==> config.mk <==
export PLATFORM = sky130hd
export DESIGN_NAME = seven_segment_scan_driver_flat
export DESIGN_NICKNAME = d
export VERILOG_FILES = /design/src/rtl/sss_pkg.sv /design/src/rtl/sss_if.sv /design/src/rtl/seven_segment_scan_driver.sv /design/src/flat_wrapper.sv
export SDC_FILE = /design/constraint.sdc
export NUM_CORES = 1
export LEC_CHECK = 0
export BUFFER_PORTS_ARGS = -buffer_cell sky130_fd_sc_hd__buf_4
export CAP_MARGIN = 20
export CORE_MARGIN = 5
export CORE_UTILIZATION = 45
export DETAILED_ROUTE_END_ITERATION = 10
export GPL_ROUTABILITY_DRIVEN = 0
export HOLD_SLACK_MARGIN = 0.12
export PLACE_DENSITY = 0.62
export REMOVE_ABC_BUFFERS = 1
export SKIP_CTS_REPAIR_TIMING = 1
export SYNTH_ARGS = -nofsm -noshare
export SYNTH_HDL_FRONTEND = slang
export SYNTH_SLANG_ARGS = --single-unit
export TNS_END_PERCENT = 1
==> constraint.sdc <==
create_clock -name i_clk -period 9.8 [get_ports i_clk]
set_clock_uncertainty 0.2 [all_clocks]
set_input_delay 1.96 -clock i_clk [delete_from_list [all_inputs] [get_ports i_clk]]
set_output_delay 1.96 -clock i_clk [all_outputs]
set_load 0.02 [all_outputs]
==> src/rtl/sss_pkg.sv <==
// shared types, constants and lookup functions of the seven-segment scan driver
`timescale 1ns / 1ps

package sss_pkg;

    // field widths
    localparam int VALUE_W    = 16;
    localparam int CLAMP_W    = 14;
    localparam int BYTE_W     = 8;
    localparam int POS_W      = 3;
    localparam int PLACE_W    = 2;
    localparam int DIGIT_W    = 4;
    localparam int CFG_IDX_W  = 4;
    localparam int PROD_W     = 30;
    localparam int TENS_W     = 11;

    typedef logic [VALUE_W-1:0]   t_value;
    typedef logic [CLAMP_W-1:0]   t_clamped;
    typedef logic [BYTE_W-1:0]    t_byte;
    typedef logic [POS_W-1:0]     t_pos;
    typedef logic [PLACE_W-1:0]   t_place;
    typedef logic [DIGIT_W-1:0]   t_digit;
    typedef logic [CFG_IDX_W-1:0] t_cfg_idx;
    typedef logic [PROD_W-1:0]    t_prod;

    // register indexes of the configuration port
    localparam t_cfg_idx REG_POINT_MASK = t_cfg_idx'(0);
    localparam t_cfg_idx REG_EXTRA_BYTE = t_cfg_idx'(1);

    // digit places inside one four-digit group
    localparam t_place PLACE_THOUSANDS = 2'd0;
    localparam t_place PLACE_HUNDREDS  = 2'd1;
    localparam t_place PLACE_TENS      = 2'd2;
    localparam t_place PLACE_ONES      = 2'd3;

    // largest value a four-digit group can show
    localparam t_clamped VALUE_CLAMP = t_clamped'(9999);

    // reciprocals for constant division, exact for values up to the clamp
    localparam t_prod RECIP_1000 = t_prod'(8389);
    localparam int    SHIFT_1000 = 23;
    localparam t_prod RECIP_100  = t_prod'(5243);
    localparam int    SHIFT_100  = 19;
    localparam t_prod RECIP_10   = t_prod'(52429);
    localparam int    SHIFT_10   = 19;

    // bit of the segment byte that carries the decimal point
    localparam int POINT_BIT = 5;

    // segment pattern of a decimal digit
    function automatic t_byte glyph_of(input t_digit digit);
        t_byte g;
        unique case (digit)
            4'd0:    g = 8'b1101_0111;
            4'd1:    g = 8'b0001_0100;
            4'd2:    g = 8'b1100_1101;
            4'd3:    g = 8'b0101_1101;
            4'd4:    g = 8'b0001_1110;
            4'd5:    g = 8'b0101_1011;
            4'd6:    g = 8'b1101_1011;
            4'd7:    g = 8'b0001_0101;
            4'd8:    g = 8'b1101_1111;
            default: g = 8'b0101_1111;
        endcase
        return g;
    endfunction

    // one-hot digit select code of a scan position
    function automatic t_byte select_of(input t_pos pos);
        t_byte s;
        unique case (pos)
            3'd0:    s = 8'b1000_0000;
            3'd1:    s = 8'b0100_0000;
            3'd2:    s = 8'b0010_0000;
            3'd3:    s = 8'b0001_0000;
            3'd4:    s = 8'b0000_0010;
            3'd5:    s = 8'b0000_0100;
            3'd6:    s = 8'b0000_1000;
            default: s = 8'b0000_0001;
        endcase
        return s;
    endfunction

endpackage

==> src/rtl/sss_if.sv <==
// valid/ready channel interfaces of the seven-segment scan driver
`timescale 1ns / 1ps

// input channel: two display values per item
interface sss_in_if;
    logic            valid;
    logic            ready;
    sss_pkg::t_value top_value;
    sss_pkg::t_value bottom_value;

    modport source (output valid, output top_value, output bottom_value, input ready);
    modport sink   (input valid, input top_value, input bottom_value, output ready);
endinterface

// result channel: three shift-register bytes and the scan position
interface sss_out_if;
    logic           valid;
    logic           ready;
    sss_pkg::t_byte segment_byte;
    sss_pkg::t_byte select_byte;
    sss_pkg::t_byte aux_byte;
    sss_pkg::t_pos  position;

    modport source (output valid, output segment_byte, output select_byte,
                    output aux_byte, output position, input ready);
    modport sink   (input valid, input segment_byte, input select_byte,
                    input aux_byte, input position, output ready);
endinterface

// configuration write channel
interface sss_cfg_if;
    logic              valid;
    logic              ready;
    sss_pkg::t_cfg_idx index;
    sss_pkg::t_byte    data;

    modport source (output valid, output index, output data, input ready);
    modport sink   (input valid, input index, input data, output ready);
endinterface

==> src/rtl/seven_segment_scan_driver.sv <==
// seven-segment scan driver: digit extraction, glyph lookup and scan position
// data path: an accepted item passes through stage a, stage b and the result register
//   (three register stages) before it can leave on the result channel
// throughput: one item per cycle while o_out.ready holds; a full stage moves on whenever the next one empties
// the quotient multiplier and the tens multiplier sit in separate stages
// reset: synchronous, active low; clears stage valid bits, scan position and both
//   configuration registers
`timescale 1ns / 1ps

module seven_segment_scan_driver (
    input  logic        i_clk,
    input  logic        i_rst_n,
    sss_in_if.sink      i_in,
    sss_cfg_if.sink     i_cfg,
    sss_out_if.source   o_out
);
    import sss_pkg::*;

    // configuration registers and scan position
    t_byte r_point_mask;
    t_byte r_extra_byte;
    t_pos  r_scan;

    // stage a: clamped value of the current group
    logic     r_a_valid;
    t_clamped r_a_value;
    t_place   r_a_place;
    t_pos     r_a_pos;
    logic     r_a_point;
    t_byte    r_a_aux;

    // stage b: quotient by the place weight
    logic     r_b_valid;
    t_clamped r_b_quot;
    t_pos     r_b_pos;
    logic     r_b_point;
    t_byte    r_b_aux;

    // result register
    logic  r_o_valid;
    t_byte r_o_segment;
    t_byte r_o_select;
    t_byte r_o_aux;
    t_pos  r_o_pos;

    logic     w_o_rdy;
    logic     w_b_rdy;
    logic     w_a_rdy;
    logic     w_in_acc;
    t_value   w_sel_value;
    t_clamped w_clamped;
    t_prod    w_prod_b;
    t_clamped w_quot;
    t_prod    w_prod_c;
    logic [TENS_W-1:0] w_tens;
    t_clamped w_tens10;
    t_clamped w_rem;
    t_digit   w_digit;

    // stall chain from the result side back to the input
    assign w_o_rdy  = !r_o_valid || o_out.ready;
    assign w_b_rdy  = !r_b_valid || w_o_rdy;
    assign w_a_rdy  = !r_a_valid || w_b_rdy;
    assign i_in.ready = w_a_rdy;
    assign w_in_acc = i_in.valid && w_a_rdy;
    assign i_cfg.ready = 1'b1;

    // pick the group of the current position and clamp it
    assign w_sel_value = r_scan[POS_W-1] ? i_in.bottom_value : i_in.top_value;
    assign w_clamped   = (w_sel_value > t_value'(VALUE_CLAMP))
                         ? VALUE_CLAMP : w_sel_value[CLAMP_W-1:0];

    // divide by the place weight through a reciprocal
    always_comb begin
        unique case (r_a_place)
            PLACE_THOUSANDS: begin
                w_prod_b = t_prod'(r_a_value) * RECIP_1000;
                w_quot   = t_clamped'(w_prod_b >> SHIFT_1000);
            end
            PLACE_HUNDREDS: begin
                w_prod_b = t_prod'(r_a_value) * RECIP_100;
                w_quot   = t_clamped'(w_prod_b >> SHIFT_100);
            end
            PLACE_TENS: begin
                w_prod_b = t_prod'(r_a_value) * RECIP_10;
                w_quot   = t_clamped'(w_prod_b >> SHIFT_10);
            end
            default: begin
                w_prod_b = t_prod'(r_a_value);
                w_quot   = r_a_value;
            end
        endcase
    end

    // low decimal digit of the quotient
    assign w_prod_c = t_prod'(r_b_quot) * RECIP_10;
    assign w_tens   = w_prod_c[SHIFT_10 +: TENS_W];
    assign w_tens10 = t_clamped'({w_tens, 3'b000}) + t_clamped'({w_tens, 1'b0});
    assign w_rem    = r_b_quot - w_tens10;
    assign w_digit  = w_rem[DIGIT_W-1:0];

    // configuration writes, scan position and stage valid bits
    always_ff @(posedge i_clk) begin
        if (!i_rst_n) begin
            r_point_mask <= '0;
            r_extra_byte <= '0;
            r_scan       <= '0;
            r_a_valid    <= 1'b0;
            r_b_valid    <= 1'b0;
            r_o_valid    <= 1'b0;
        end else begin
            if (i_cfg.valid) begin
                if (i_cfg.index == REG_POINT_MASK) begin
                    r_point_mask <= i_cfg.data;
                end else if (i_cfg.index == REG_EXTRA_BYTE) begin
                    r_extra_byte <= i_cfg.data;
                end
            end
            if (w_in_acc) begin
                r_scan <= r_scan + t_pos'(1);
            end
            if (w_a_rdy) begin
                r_a_valid <= i_in.valid;
            end
            if (w_b_rdy) begin
                r_b_valid <= r_a_valid;
            end
            if (w_o_rdy) begin
                r_o_valid <= r_b_valid;
            end
        end
    end

    // stage payloads
    always_ff @(posedge i_clk) begin
        if (w_a_rdy) begin
            r_a_value <= w_clamped;
            r_a_place <= r_scan[PLACE_W-1:0];
            r_a_pos   <= r_scan;
            r_a_point <= r_point_mask[r_scan];
            r_a_aux   <= r_extra_byte;
        end
        if (w_b_rdy) begin
            r_b_quot  <= w_quot;
            r_b_pos   <= r_a_pos;
            r_b_point <= r_a_point;
            r_b_aux   <= r_a_aux;
        end
        if (w_o_rdy) begin
            r_o_segment <= glyph_of(w_digit) | (t_byte'(r_b_point) << POINT_BIT);
            r_o_select  <= select_of(r_b_pos);
            r_o_aux     <= r_b_aux;
            r_o_pos     <= r_b_pos;
        end
    end

    // result channel
    assign o_out.valid        = r_o_valid;
    assign o_out.segment_byte = r_o_segment;
    assign o_out.select_byte  = r_o_select;
    assign o_out.aux_byte     = r_o_aux;
    assign o_out.position     = r_o_pos;

    // scan position moves by one on each accepted item and holds otherwise
    a_scan_step: assert property (@(posedge i_clk) disable iff (!i_rst_n)
        w_in_acc |=> r_scan == $past(r_scan) + t_pos'(1))
        else $error("scan position did not advance on accepted item");

    a_scan_hold: assert property (@(posedge i_clk) disable iff (!i_rst_n)
        !w_in_acc |=> $stable(r_scan))
        else $error("scan position moved without an accepted item");

    // quotient never exceeds the clamp
    a_quot_range: assert property (@(posedge i_clk) disable iff (!i_rst_n)
        r_b_valid |-> r_b_quot <= VALUE_CLAMP)
        else $error("quotient above clamp");

    // extracted digit is decimal
    a_digit_range: assert property (@(posedge i_clk) disable iff (!i_rst_n)
        r_b_valid |-> w_rem <= t_clamped'(9))
        else $error("digit extraction out of range");

    // select code is one-hot and matches the position
    a_select_onehot: assert property (@(posedge i_clk) disable iff (!i_rst_n)
        r_o_valid |-> $onehot(r_o_select) && r_o_select == select_of(r_o_pos))
        else $error("select code does not match position");

endmodule

==> src/flat_wrapper.sv <==
// flat-port wrapper written by rule: the top's interface ports become plain ports
module seven_segment_scan_driver_flat import sss_pkg::*;
  (i_clk, i_rst_n, i_in_valid, i_in_top_value, i_in_bottom_value, i_in_ready, i_cfg_valid, i_cfg_index, i_cfg_data, i_cfg_ready, o_out_valid, o_out_segment_byte, o_out_select_byte, o_out_aux_byte, o_out_position, o_out_ready);
  sss_in_if i_in_i ();
  sss_cfg_if i_cfg_i ();
  sss_out_if o_out_i ();
  input  logic i_clk;
  input  logic i_rst_n;
  input wire logic [$bits(i_in_i.valid)-1:0] i_in_valid;
  input wire logic [$bits(i_in_i.top_value)-1:0] i_in_top_value;
  input wire logic [$bits(i_in_i.bottom_value)-1:0] i_in_bottom_value;
  output wire logic [$bits(i_in_i.ready)-1:0] i_in_ready;
  input wire logic [$bits(i_cfg_i.valid)-1:0] i_cfg_valid;
  input wire logic [$bits(i_cfg_i.index)-1:0] i_cfg_index;
  input wire logic [$bits(i_cfg_i.data)-1:0] i_cfg_data;
  output wire logic [$bits(i_cfg_i.ready)-1:0] i_cfg_ready;
  output wire logic [$bits(o_out_i.valid)-1:0] o_out_valid;
  output wire logic [$bits(o_out_i.segment_byte)-1:0] o_out_segment_byte;
  output wire logic [$bits(o_out_i.select_byte)-1:0] o_out_select_byte;
  output wire logic [$bits(o_out_i.aux_byte)-1:0] o_out_aux_byte;
  output wire logic [$bits(o_out_i.position)-1:0] o_out_position;
  input wire logic [$bits(o_out_i.ready)-1:0] o_out_ready;
  assign i_in_i.valid = i_in_valid;
  assign i_in_i.top_value = i_in_top_value;
  assign i_in_i.bottom_value = i_in_bottom_value;
  assign i_in_ready = i_in_i.ready;
  assign i_cfg_i.valid = i_cfg_valid;
  assign i_cfg_i.index = i_cfg_index;
  assign i_cfg_i.data = i_cfg_data;
  assign i_cfg_ready = i_cfg_i.ready;
  assign o_out_valid = o_out_i.valid;
  assign o_out_segment_byte = o_out_i.segment_byte;
  assign o_out_select_byte = o_out_i.select_byte;
  assign o_out_aux_byte = o_out_i.aux_byte;
  assign o_out_position = o_out_i.position;
  assign o_out_i.ready = o_out_ready;
  seven_segment_scan_driver u_core (.i_clk(i_clk), .i_rst_n(i_rst_n), .i_in(i_in_i), .i_cfg(i_cfg_i), .o_out(o_out_i));
endmodule
==> results.md, run 1 <==
* Floorplan row count at 67
* Share of the synthesized area in the top cell type at 0.290
* Most common library cell in the layout ignoring fill and taps: sky130_fd_sc_hd__inv_1
* Rel. slew slack at 0.337
* Area inside the core boundary at roughly 33000 um2
* Met3 capacity usage during global routing at 0.0202
* GRT Overall Usage at 0.176
* Largest fanout on the critical path at 14
* Max Transition Viols Final at 0
* Result of the run: completed
* Clock insertion delay at the later pin of the skew report at 0.34 ns
* Cells after synthesis at ~1400
* Critical Setup Path Class: reg2reg
* Worst vdd rail ir drop at 0.408 mV
* Number of cells traversed by the worst register-to-register path at 21
* Part of the Yosys area used for sequential elements at 0.186
* Area contributors post-synth: sky130_fd_sc_hd__ha_1 29%, sky130_fd_sc_hd__fa_1 25%, sky130_fd_sc_hd__edfxtp_1 16%
* Crit path capture type: register
* Remaining design rule violation count at 0
* Endpoints failing setup at 0
* FMAX at around 0.14 GHz
* Switching share of power at 0.498
* Met2 Use GR at 0.298
* Internal power at between 2 and 2.5 mW
* Initial cell density of the core at 0.453
* Slew at the pin closest to its max-slew limit at 0.993 ns
* Clock share of power at 0.076
* Fraction of layout instances using a drive strength above 1 at 0.0773
* Dominant register cell in the synthesized netlist: sky130_fd_sc_hd__edfxtp_1
* Fill cells at 3108
* Port Buffers at 77
* Horizontal die dimension at ~190 um
* Initial detailed-routing violation count at ~340
* Diodes inserted at 0
* Origin of the worst setup path: u_core.r_a_value[12]
* Wire length of the first global-routing pass at between 50 and 60 mm
* Total Power at 4.68 mW
* Number of global-route vias before repair at about 11000
* Post-synthesis sequential element count at just over 100
* Net Switching at 2.33 mW
* Number of synthesized flops with an enable pin at 79
* Max-cap violations at 0
* Critical path startpoint category: register
* Setup slack of the most critical reg-to-reg path at 2.68 ns
* Final net count at roughly 2100
* Avg Inst Size Synth at about 10 um2
* Sink count of the clock tree at approximately 100
* Timing endpoint of the critical path: u_core.r_b_quot[4]
* Leakage power of the design at ~8.8 nW
* Portion of total power attributed to combinational logic at 0.793
* Final worst-path cycle share at 0.727
* Sum of overflow across all layers after global routing at 0
* Drt wl/cell at between 15 and 20 um
* Number of levels in the clock H-tree at 3
* Die area at around 37000 um2
* Critical Path AT at about 7.0 ns
* Number of buffers inserted during clock tree synthesis at 9
* Cell chosen for the clock root: sky130_fd_sc_hd__clkbuf_16
* Library cell with the largest summed area after synthesis: sky130_fd_sc_hd__ha_1
* Routed WL at about 32 mm
* Type of the worst min-delay path: reg2reg
* Clock transition at the registers of the reported paths at 0.08 ns
* Number of antenna violations at the first check in global routing at 0
* Clock tree from TritonCTS: built
* Die boundary height at slightly below 200 um
* Count of pins on the block boundary at 79
* Half-perimeter wire length after placement at 27.8 mm
* Final ANT Viol Nets at 0
* First-pass DRT Iterations at 5
* Final core occ at 0.498
* Portion of total power attributed to sequential cells at 0.131
* Min cycle time layout at ~7 ns
* DR vias/cell at approximately 5.0
* Commonest cells after routing, fill and taps aside: 406 x sky130_fd_sc_hd__inv_1, 350 x sky130_fd_sc_hd__ha_1, 187 x sky130_fd_sc_hd__fa_1
* Maximum number of pins on one net before global-route repair at 31
* RSZ-0062 raised after global routing: no
* Fraction of synthesis flops using an asynchronous set or reset pin at 0
* Worst slack on hold paths at about 0.22 ns
* Area growth from synthesis to final layout at 9.94%
* Storage element area at about 2800 um2
* Final count of hold timing violations at 0
* Post-synthesis instance area at 15100 um2
* Combined area of the multi-input logic cells at about 11000 um2
* Via count of the routed design at 9923
* Syn. warnings at 0
* Sum of negative setup slack at 0 ns
* Origin of the critical flop-to-flop path: u_core.r_a_value[12]
* Most congested layer reported by global routing: met2
* GR met1 Demand/Resource at 0.247
* WP data required at just under 10 ns
* Count of different cell masters after synthesis at 65
* Endpoint of the lowest-slack register-to-register path: u_core.r_b_quot[4]
* Maximum buffer depth of the clock tree at 2
* Areal power density over the cells at about 280 nW/um2
metal layers:
layer | share of wire | vias to the layer above | routed length, um
li1 | - | 4873 | -
met1 | 0.47 | 4844 | 15000
met2 | 0.48 | 170 | 15100
met3 | 0.037 | 36 | 1190
met4 | 0.015 | 0 | 492
met5 | 0 | - | 0
worst max-delay path, cell delays in order (launching register included):
cell	delay (ns)
sky130_fd_sc_hd__edfxtp_1	0.88
sky130_fd_sc_hd__inv_1	0.27
sky130_fd_sc_hd__ha_1	0.36
sky130_fd_sc_hd__inv_1	0.09
sky130_fd_sc_hd__fa_1	0.58
sky130_fd_sc_hd__inv_1	0.09
sky130_fd_sc_hd__fa_1	0.49
sky130_fd_sc_hd__fa_1	0.54
sky130_fd_sc_hd__inv_1	0.05
sky130_fd_sc_hd__fa_1	0.50
sky130_fd_sc_hd__inv_1	0.05
sky130_fd_sc_hd__fa_1	0.49
sky130_fd_sc_hd__inv_1	0.04
sky130_fd_sc_hd__ha_1	0.29
sky130_fd_sc_hd__nand3_1	0.10
sky130_fd_sc_hd__a211oi_1	0.23
sky130_fd_sc_hd__o221ai_1	0.28
sky130_fd_sc_hd__a21boi_0	0.34
sky130_fd_sc_hd__o21ai_0	0.18
sky130_fd_sc_hd__and3_1	0.21
sky130_fd_sc_hd__o21ai_0	0.34
sky130_fd_sc_hd__nand4_1	0.22
final cells by class:
class | instances | area share
clock buffers | 9 | 0.0135
clock inverters | 7 | 0.00519
inverters | 406 | 0.0917
multi-input cells | 930 | 0.647
flip-flops and latches | 101 | 0.169
well taps | 448 | 0.0337
repair buffers | 86 | 0.0400
sequential cells by signal, summed over array words and instances (netlist names):
| signal | count |
|---|---|
| u_core.r_a_point | 1 |
| u_core.r_extra_byte | 8 |
| u_core.r_b_aux | 8 |
| u_core.r_a_valid | 1 |
| u_core.o_out.segment_byte | 8 |
| u_core.r_a_pos | 3 |
| u_core.r_b_point | 1 |
| u_core.o_out.valid | 1 |
| u_core.o_out.position | 3 |
| u_core.r_b_quot | 14 |
| u_core.r_a_aux | 8 |
| u_core.r_scan | 3 |
| u_core.o_out.select_byte | 8 |
| u_core.o_out.aux_byte | 8 |
| u_core.r_a_value | 14 |
| u_core.r_point_mask | 8 |
| u_core.r_b_pos | 3 |
| u_core.r_b_valid | 1 |
power groups by stage:
stage	clock (mW)	combinational [mW]	sequential, mW
2_1_floorplan	0	2.85	0.627
3_3_place_gp	0	3.63	0.623
3_5_place_dp	0	3.74	0.626
4_1_cts	0.364	3.78	0.616
5_1_grt	0.384	4.36	0.622
6_report	0.355	3.71	0.615
Yosys cell counts (all sizes together) (8+ instances only):
| cell | number |
|---|---|
| inv | 406 |
| nor2b | 25 |
| ha | 350 |
| mux2i | 30 |
| edfxtp | 79 |
| nand2 | 40 |
| xnor2 | 25 |
| nor3b | 8 |
| nor3 | 11 |
| fa | 187 |
| and2 | 9 |
| nand3 | 20 |
| xor2 | 8 |
| and3 | 8 |
| a21o | 16 |
| o21ai | 24 |
| a21oi | 33 |
| dfxtp | 22 |
| o21a | 8 |
| nor2 | 41 |
cells by family after synthesis:
group           after synthesis  share of synthesized area
compound gates              138                     0.0659
xor+xnor                     33                     0.0196
fa+ha+maj                   537                      0.537
buf+inv                     414                      0.103
flops                       101                      0.186
mux                          34                     0.0243
other cells                   1                   0.000248
simple gates                187                     0.0639
worst min-delay path by stage:
stage,startpoint,end,slack [ns],cells past startpoint
floorplan,u_core.r_b_aux[0],u_core.o_out.aux_byte[0],0.20,0
global placement,u_core.r_a_aux[6],u_core.r_b_aux[6],0.20,0
detailed placement,u_core.r_b_aux[2],u_core.o_out.aux_byte[2],0.20,0
CTS,u_core.r_b_aux[5],u_core.o_out.aux_byte[5],0.22,0
global route,u_core.r_b_aux[5],u_core.o_out.aux_byte[5],0.23,0
finish,u_core.r_b_aux[5],u_core.o_out.aux_byte[5],0.22,0
metrics by stage:
step / area (um2) / setup WS [ns] / instances
final: 16600 / 2.68 / 1987
after global routing: 16600 / 2.20 / 1987
after CTS: 16600 / 2.68 / 1986
after detailed placement: 16300 / 2.71 / 1970
after global placement: 16300 / 2.80 / 1969
after floorplan: 15100 / 3.12 / 1437
Note: power is estimated with default switching activity, not from simulation.
==> run 2, diff against run 1 <==
Settings changed: PLACE_DENSITY 0.62 to 0.64.
Clock period 9.8 ns to 5.7 ns, I/O delays scaled along.
==> run 2 against run 1 <==
  * The run now ends with setup timing left
  * Die area did not move
  * Fmax rose by 8.4%
  * Routed wire length rose by 5.2%
  * Sequential power rose by 66%
  * Flip-flop and latch count did not move
  * Combinational power rose by 110%
  * First-iteration DRC count rose by 8.7%
  * Core utilization rose by 3.7 points
  * Highest routed layer unchanged
==> results.md, run 2 (synthesis results as in run 1) <==
* Largest fanout on the critical path at 7 (was 14)
* Initial cell density of the core at 0.453 (unchanged)
* Sink count of the clock tree at 101 (unchanged)
* Area growth from synthesis to final layout at 18.1% (was 9.94%)
* Leakage power of the design at 9.47 nW (was 8.79 nW)
* Commonest cells after routing, fill and taps aside: 401 x sky130_fd_sc_hd__inv_1, 343 x sky130_fd_sc_hd__ha_1, 219 x sky130_fd_sc_hd__buf_4 (was 406 x sky130_fd_sc_hd__inv_1, 350 x sky130_fd_sc_hd__ha_1, 187 x sky130_fd_sc_hd__fa_1)
* Max-cap violations at 0 (unchanged)
* GRT Overall Usage at 0.184 (was 0.176)
* First-pass DRT Iterations at 4 (was 5)
* Final net count at 2255 (was 2120)
* Portion of total power attributed to sequential cells at 0.107 (was 0.131)
* Min cycle time layout at 6.57 ns (was 7.13 ns)
* Initial detailed-routing violation count at 374 (was 344)
* Port Buffers at 77 (unchanged)
* Portion of total power attributed to combinational logic at 0.829 (was 0.793)
* Die boundary height at 193 um (unchanged)
* Internal power at 5.04 mW (was 2.35 mW)
* Number of global-route vias before repair at 11286 (was 10838)
* Violations in the final reports: setup timing
* Final ANT Viol Nets at 0 (unchanged)
* Maximum number of pins on one net before global-route repair at 32 (was 31)
* Cell chosen for the clock root: sky130_fd_sc_hd__clkbuf_16 (unchanged)
* Diodes inserted at 0 (unchanged)
* Via count of the routed design at 10429 (was 9923)
* Most common library cell in the layout ignoring fill and taps: sky130_fd_sc_hd__inv_1 (unchanged)
* Remaining design rule violation count at 0 (unchanged)
* Crit path capture type: register (unchanged)
* Result of the run: finished with violations (was completed)
* Half-perimeter wire length after placement at 29.6 mm (was 27.8 mm)
* RSZ-0062 raised after global routing: yes (was no)
* DR vias/cell at 4.91 (was 4.99)
* Met2 Use GR at 0.311 (was 0.298)
* Maximum buffer depth of the clock tree at 2 (unchanged)
* Clock insertion delay at the later pin of the skew report at 0.35 ns (was 0.34 ns)
* Critical Setup Path Class: reg2reg (unchanged)
* Wire length of the first global-routing pass at 56.7 mm (was 54.1 mm)
* WP data required at 5.58 ns (was 9.63 ns)
* Final core occ at 0.535 (was 0.498)
* Count of pins on the block boundary at 79 (unchanged)
* Most congested layer reported by global routing: met2 (unchanged)
* Switching share of power at 0.472 (was 0.498)
* Number of buffers inserted during clock tree synthesis at 9 (unchanged)
* Area inside the core boundary at 33400 um2 (unchanged)
* Horizontal die dimension at 193 um (unchanged)
* Rel. slew slack at 0.317 (was 0.337)
* Clock transition at the registers of the reported paths at 0.07 ns (was 0.08 ns)
* Total Power at 9.55 mW (was 4.68 mW)
* Final setup slack of the worst path at -0.872 ns (was 2.68 ns)
* Die area at 37400 um2 (unchanged)
* Met3 capacity usage during global routing at 0.0235 (was 0.0202)
* Sum of overflow across all layers after global routing at 0 (unchanged)
* Critical Path AT at 6.45 ns (was 6.96 ns)
* Net Switching at 4.51 mW (was 2.33 mW)
* Number of levels in the clock H-tree at 3 (unchanged)
* Final count of hold timing violations at 0 (unchanged)
* Drt wl/cell at 15.8 um (was 16.0 um)
* GR met1 Demand/Resource at 0.259 (was 0.247)
* Fraction of layout instances using a drive strength above 1 at 0.176 (was 0.0773)
* Floorplan row count at 67 (unchanged)
* Sum of negative setup slack at -7.59 ns (was 0 ns)
* Leading registers by flop count: u_core.r_a_value (14), u_core.r_b_quot (14) (unchanged)
* Worst vdd rail ir drop at 0.766 mV (was 0.408 mV)
* Clock tree from TritonCTS: built (unchanged)
* Routed WL at 33.5 mm (was 31.8 mm)
* FMAX at 0.152 GHz (was 0.140 GHz)
* Critical path startpoint category: register (unchanged)
* Final worst-path cycle share at 1.15 (was 0.727)
* Areal power density over the cells at 535 nW/um2 (was 282 nW/um2)
* Number of antenna violations at the first check in global routing at 0 (unchanged)
* Endpoints failing setup at 17 (was 0)
* Slew at the pin closest to its max-slew limit at 1.02 ns (was 0.993 ns)
* Max Transition Viols Final at 0 (unchanged)
* Clock share of power at 0.064 (was 0.076)
* Type of the worst min-delay path: reg2reg (unchanged)
[run 2: layout make-up]
type	count	area, um2
fillers	3047	15500
multi-input cells	930	11000
flip-flops and latches	101	2810
repair buffers	221	1680
inverters	406	1520
well taps	448	561
clock buffers	11	254
clock inverters	5	51.3
[run 2: per-stage QoR]
stage | hold WS (ns) | instance area, um2 | setup slack (ns) | std cells
6_report | 0.222 | 17900 | -0.872 | 2122
5_1_grt | 0.235 | 17900 | -1.15 | 2122
4_1_cts | 0.224 | 17600 | -1.22 | 2117
3_5_place_dp | 0.205 | 17300 | -1.18 | 2101
3_3_place_gp | 0.202 | 17300 | -1.08 | 2101
2_1_floorplan | 0.200 | 15100 | -0.977 | 1437
[run 2: power by group through the flow]
stage,clock (mW),sequential (mW),combinational [mW]
global placement,0,1.03,7.00
finish,0.611,1.02,7.92
global route,0.656,1.03,9.11
detailed placement,0,1.03,7.19
CTS,0.625,1.02,7.25
floorplan,0,1.08,4.90
[run 2: layer usage]
layer  up-vias  routed length (um)
met5         -                   0
met4         0                 558
met3        37                1350
met2       180               15900
met1      5061               15700
li1       5151                   -
[run 2: path summary, 6_finish.rpt]
kind | startpoint | to | slack, ns | cells past startpoint
max | u_core.r_b_quot[9] | u_core.o_out.segment_byte[1] | -0.87 | 25
max reg2reg | u_core.r_b_quot[9] | u_core.o_out.segment_byte[1] | -0.87 | 25
min | u_core.r_a_aux[0] | u_core.r_b_aux[0] | 0.22 | 0
min reg2reg | u_core.r_a_aux[0] | u_core.r_b_aux[0] | 0.22 | 0
[run 2: critical path: stages (launching register included)]
cell	delay, ns
sky130_fd_sc_hd__edfxtp_1	0.44
sky130_fd_sc_hd__ha_4	0.30
sky130_fd_sc_hd__inv_2	0.04
sky130_fd_sc_hd__fa_2	0.60
sky130_fd_sc_hd__fa_1	0.44
sky130_fd_sc_hd__fa_1	0.51
sky130_fd_sc_hd__inv_1	0.05
sky130_fd_sc_hd__fa_1	0.49
sky130_fd_sc_hd__inv_2	0.04
sky130_fd_sc_hd__fa_1	0.47
sky130_fd_sc_hd__inv_1	0.04
sky130_fd_sc_hd__ha_1	0.28
sky130_fd_sc_hd__nand2_2	0.09
sky130_fd_sc_hd__nor2_4	0.04
sky130_fd_sc_hd__nor4_4	0.29
sky130_fd_sc_hd__a21oi_2	0.09
sky130_fd_sc_hd__o21a_1	0.22
sky130_fd_sc_hd__nor2_2	0.12
sky130_fd_sc_hd__xnor2_1	0.08
sky130_fd_sc_hd__ha_1	0.31
sky130_fd_sc_hd__and2_4	0.16
sky130_fd_sc_hd__a2111o_1	0.35
sky130_fd_sc_hd__nand3_2	0.10
sky130_fd_sc_hd__xnor2_2	0.09
sky130_fd_sc_hd__xnor2_2	0.30
sky130_fd_sc_hd__o211ai_1	0.14
==> run 3, diff against run 2 <==
Settings changed: BUFFER_PORTS_ARGS -buffer_cell sky130_fd_sc_hd__buf_4 to -buffer_cell sky130_fd_sc_hd__clkbuf_2.
==> run 3 against run 2 <==
  * The run still ends with setup timing left
  * First-iteration DRC count shrank 6.7%
  * Sequential share of layout area grew 0.18 points
  * Non-clock buffer count grew 6
  * Critical endpoint is now u_core.o_out.segment_byte[7]
  * Largest power group unchanged
==> results.md, run 3 (synthesis results as in run 1) <==
* Result of the run: finished with violations (unchanged)
* Violations in the final reports: setup timing (unchanged)
* Critical path startpoint category: register (unchanged)
* Port Buffers at 77 (unchanged)
* Worst vdd rail ir drop at 0.892 mV (was 0.766 mV)
* Critical Setup Path Class: reg2reg (unchanged)
* Most common library cell in the layout ignoring fill and taps: sky130_fd_sc_hd__inv_1 (unchanged)
* RSZ-0062 raised after global routing: yes (unchanged)
* Count of pins on the block boundary at 79 (unchanged)
* Rel. slew slack at 0.308 (was 0.317)
* FMAX at 0.151 GHz (was 0.152 GHz)
* Bufs and invs on worst path at 4 (unchanged)
* Total Power at 9.87 mW (was 9.55 mW)
* Sink count of the clock tree at 101 (unchanged)
* Cell family with most CP delay: adder cells (unchanged)
* Clock tree from TritonCTS: built (unchanged)
* Final setup slack of the worst path at -0.913 ns (was -0.872 ns)
* Cell Count, Final, Fillers Out at 2128 (was 2122)
* Final core occ at 0.529 (was 0.535)
* Leakage power of the design at 9.44 nW (was 9.47 nW)
* Leading registers by flop count: u_core.r_a_value (14), u_core.r_b_quot (14) (unchanged)
* WP data required at 5.59 ns (was 5.58 ns)
* First-pass DRT Iterations at 4 (unchanged)
* Fraction of layout instances using a drive strength above 1 at 0.176 (about the same)
* Remaining design rule violation count at 0 (unchanged)
* Sum of overflow across all layers after global routing at 0 (unchanged)
* Instance area at placement at 17100 um2 (was 17300 um2)
* Slew at the pin closest to its max-slew limit at 1.04 ns (was 1.02 ns)
* Initial cell density of the core at 0.453 (unchanged)
* Worst slack on hold paths at 0.222 ns (about the same)
* Max Transition Viols Final at 0 (unchanged)
* Largest fanout on the critical path at 7 (unchanged)
* Max-cap violations at 0 (unchanged)
* Area inside the core boundary at 33400 um2 (unchanged)
* Post-route cell area at 17700 um2 (was 17900 um2)
* Number of buffers inserted during clock tree synthesis at 9 (unchanged)
* Area growth from synthesis to final layout at 16.8% (was 18.1%)
* Crit path capture type: register (unchanged)
* Areal power density over the cells at 559 nW/um2 (was 535 nW/um2)
* Number of levels in the clock H-tree at 3 (unchanged)
* DR vias/cell at 4.89 (was 4.91)
* Critical Path AT at 6.51 ns (was 6.45 ns)
* Floorplan row count at 67 (unchanged)
* Type of the worst min-delay path: reg2reg (unchanged)
* Clock insertion delay at the later pin of the skew report at 0.34 ns (was 0.35 ns)
* Worst-case setup slack after placement at -1.23 ns (was -1.18 ns)
* Cell type with the highest occurrence count on the critical path: sky130_fd_sc_hd__fa_1 (unchanged)
* Half-perimeter wire length after placement at 29.8 mm (was 29.6 mm)
* Maximum buffer depth of the clock tree at 2 (unchanged)
* Maximum number of pins on one net before global-route repair at 32 (unchanged)
* Placed cells at 2109 (was 2101)
* Routed WL at 33.8 mm (was 33.5 mm)
* Wire length of the first global-routing pass at 56.0 mm (was 56.7 mm)
* Slowest CP cell: sky130_fd_sc_hd__fa_1 (was sky130_fd_sc_hd__fa_2)
* CP peak stage delay at 0.57 ns (was 0.60 ns)
* GRT Overall Usage at 0.183 (was 0.184)
* Endpoints failing setup at 18 (was 17)
* Cell chosen for the clock root: sky130_fd_sc_hd__clkbuf_16 (unchanged)
* Initial detailed-routing violation count at 349 (was 374)
* Final net count at 2261 (was 2255)
* Horizontal die dimension at 193 um (unchanged)
* Die boundary height at 193 um (unchanged)
* Via count of the routed design at 10416 (was 10429)
* Final count of hold timing violations at 0 (unchanged)
* Min cycle time layout at 6.61 ns (was 6.57 ns)
* Clock transition at the registers of the reported paths at 0.07 ns (about the same)
* Die area at 37400 um2 (unchanged)
* Number of global-route vias before repair at 11218 (was 11286)
* Diodes inserted at 0 (unchanged)
* Sum of negative setup slack at -8.54 ns (was -7.59 ns)
* Number of antenna violations at the first check in global routing at 0 (unchanged)
* Commonest cells after routing, fill and taps aside: 401 x sky130_fd_sc_hd__inv_1, 345 x sky130_fd_sc_hd__ha_1, 185 x sky130_fd_sc_hd__fa_1 (was 401 x sky130_fd_sc_hd__inv_1, 343 x sky130_fd_sc_hd__ha_1, 219 x sky130_fd_sc_hd__buf_4)
* Final ANT Viol Nets at 0 (unchanged)
* Cells along the critical path: ha_4 > inv_2 > fa_1 > fa_1 > fa_1 > inv_1 > fa_1 > inv_1 > fa_2 > inv_2 > ha_4 > a211o_1 > nor4_4 > a21oi_2 > o21a_1 > nor2_2 > xnor2_2 > ha_1 > and2_4 > a2111o_1 > nand3_2 > xnor2_4 > xnor2_4 > a22o_1
* Final worst-path cycle share at 1.16 (was 1.15)
* Drt wl/cell at 15.9 um (was 15.8 um)
run 3: cell types whose count changed in the layout (fill, tap and decap cells not counted), moves of 2 or more:
cell,before,now
sky130_fd_sc_hd__clkbuf_2,0,77
sky130_fd_sc_hd__clkinv_4,1,3
sky130_fd_sc_hd__xnor2_4,0,2
sky130_fd_sc_hd__ha_1,343,345
sky130_fd_sc_hd__buf_4,219,149
sky130_fd_sc_hd__o21ai_1,0,2
sky130_fd_sc_hd__a21oi_2,5,7
run 3: layout make-up:
cell class                      count  area (um2)
Sequential cell                   101        2810
Multi-Input combinational cell    930       11000
Tap cell                          448         561
Fill cell                        3031       15700
Inverter                          406        1520
Clock buffer                       10         229
Clock inverter                      6        60.1
Timing Repair Buffer              227        1520
run 3: power breakdown:
group          internal (mW)  switching [mW]
sequential             0.975          0.0428
combinational           3.95            4.32
clock                  0.306           0.275
run 3: metal layers:
layer,GRT usage,up-vias,wire (um)
li1,-,5152,-
met1,0.254,5062,15700
met2,0.312,165,16300
met3,0.0164,37,1070
met4,0.0417,0,649
met5,0,-,0
run 3: path summary, 6_finish.rpt:
path	startpoint	endpoint	slack, ns	cells after the start
max	u_core.r_b_quot[9]	u_core.o_out.segment_byte[7]	-0.91	24
min	u_core.r_b_aux[5]	u_core.o_out.aux_byte[5]	0.22	0
max reg2reg	u_core.r_b_quot[9]	u_core.o_out.segment_byte[7]	-0.91	24
min reg2reg	u_core.r_b_aux[5]	u_core.o_out.aux_byte[5]	0.22	0
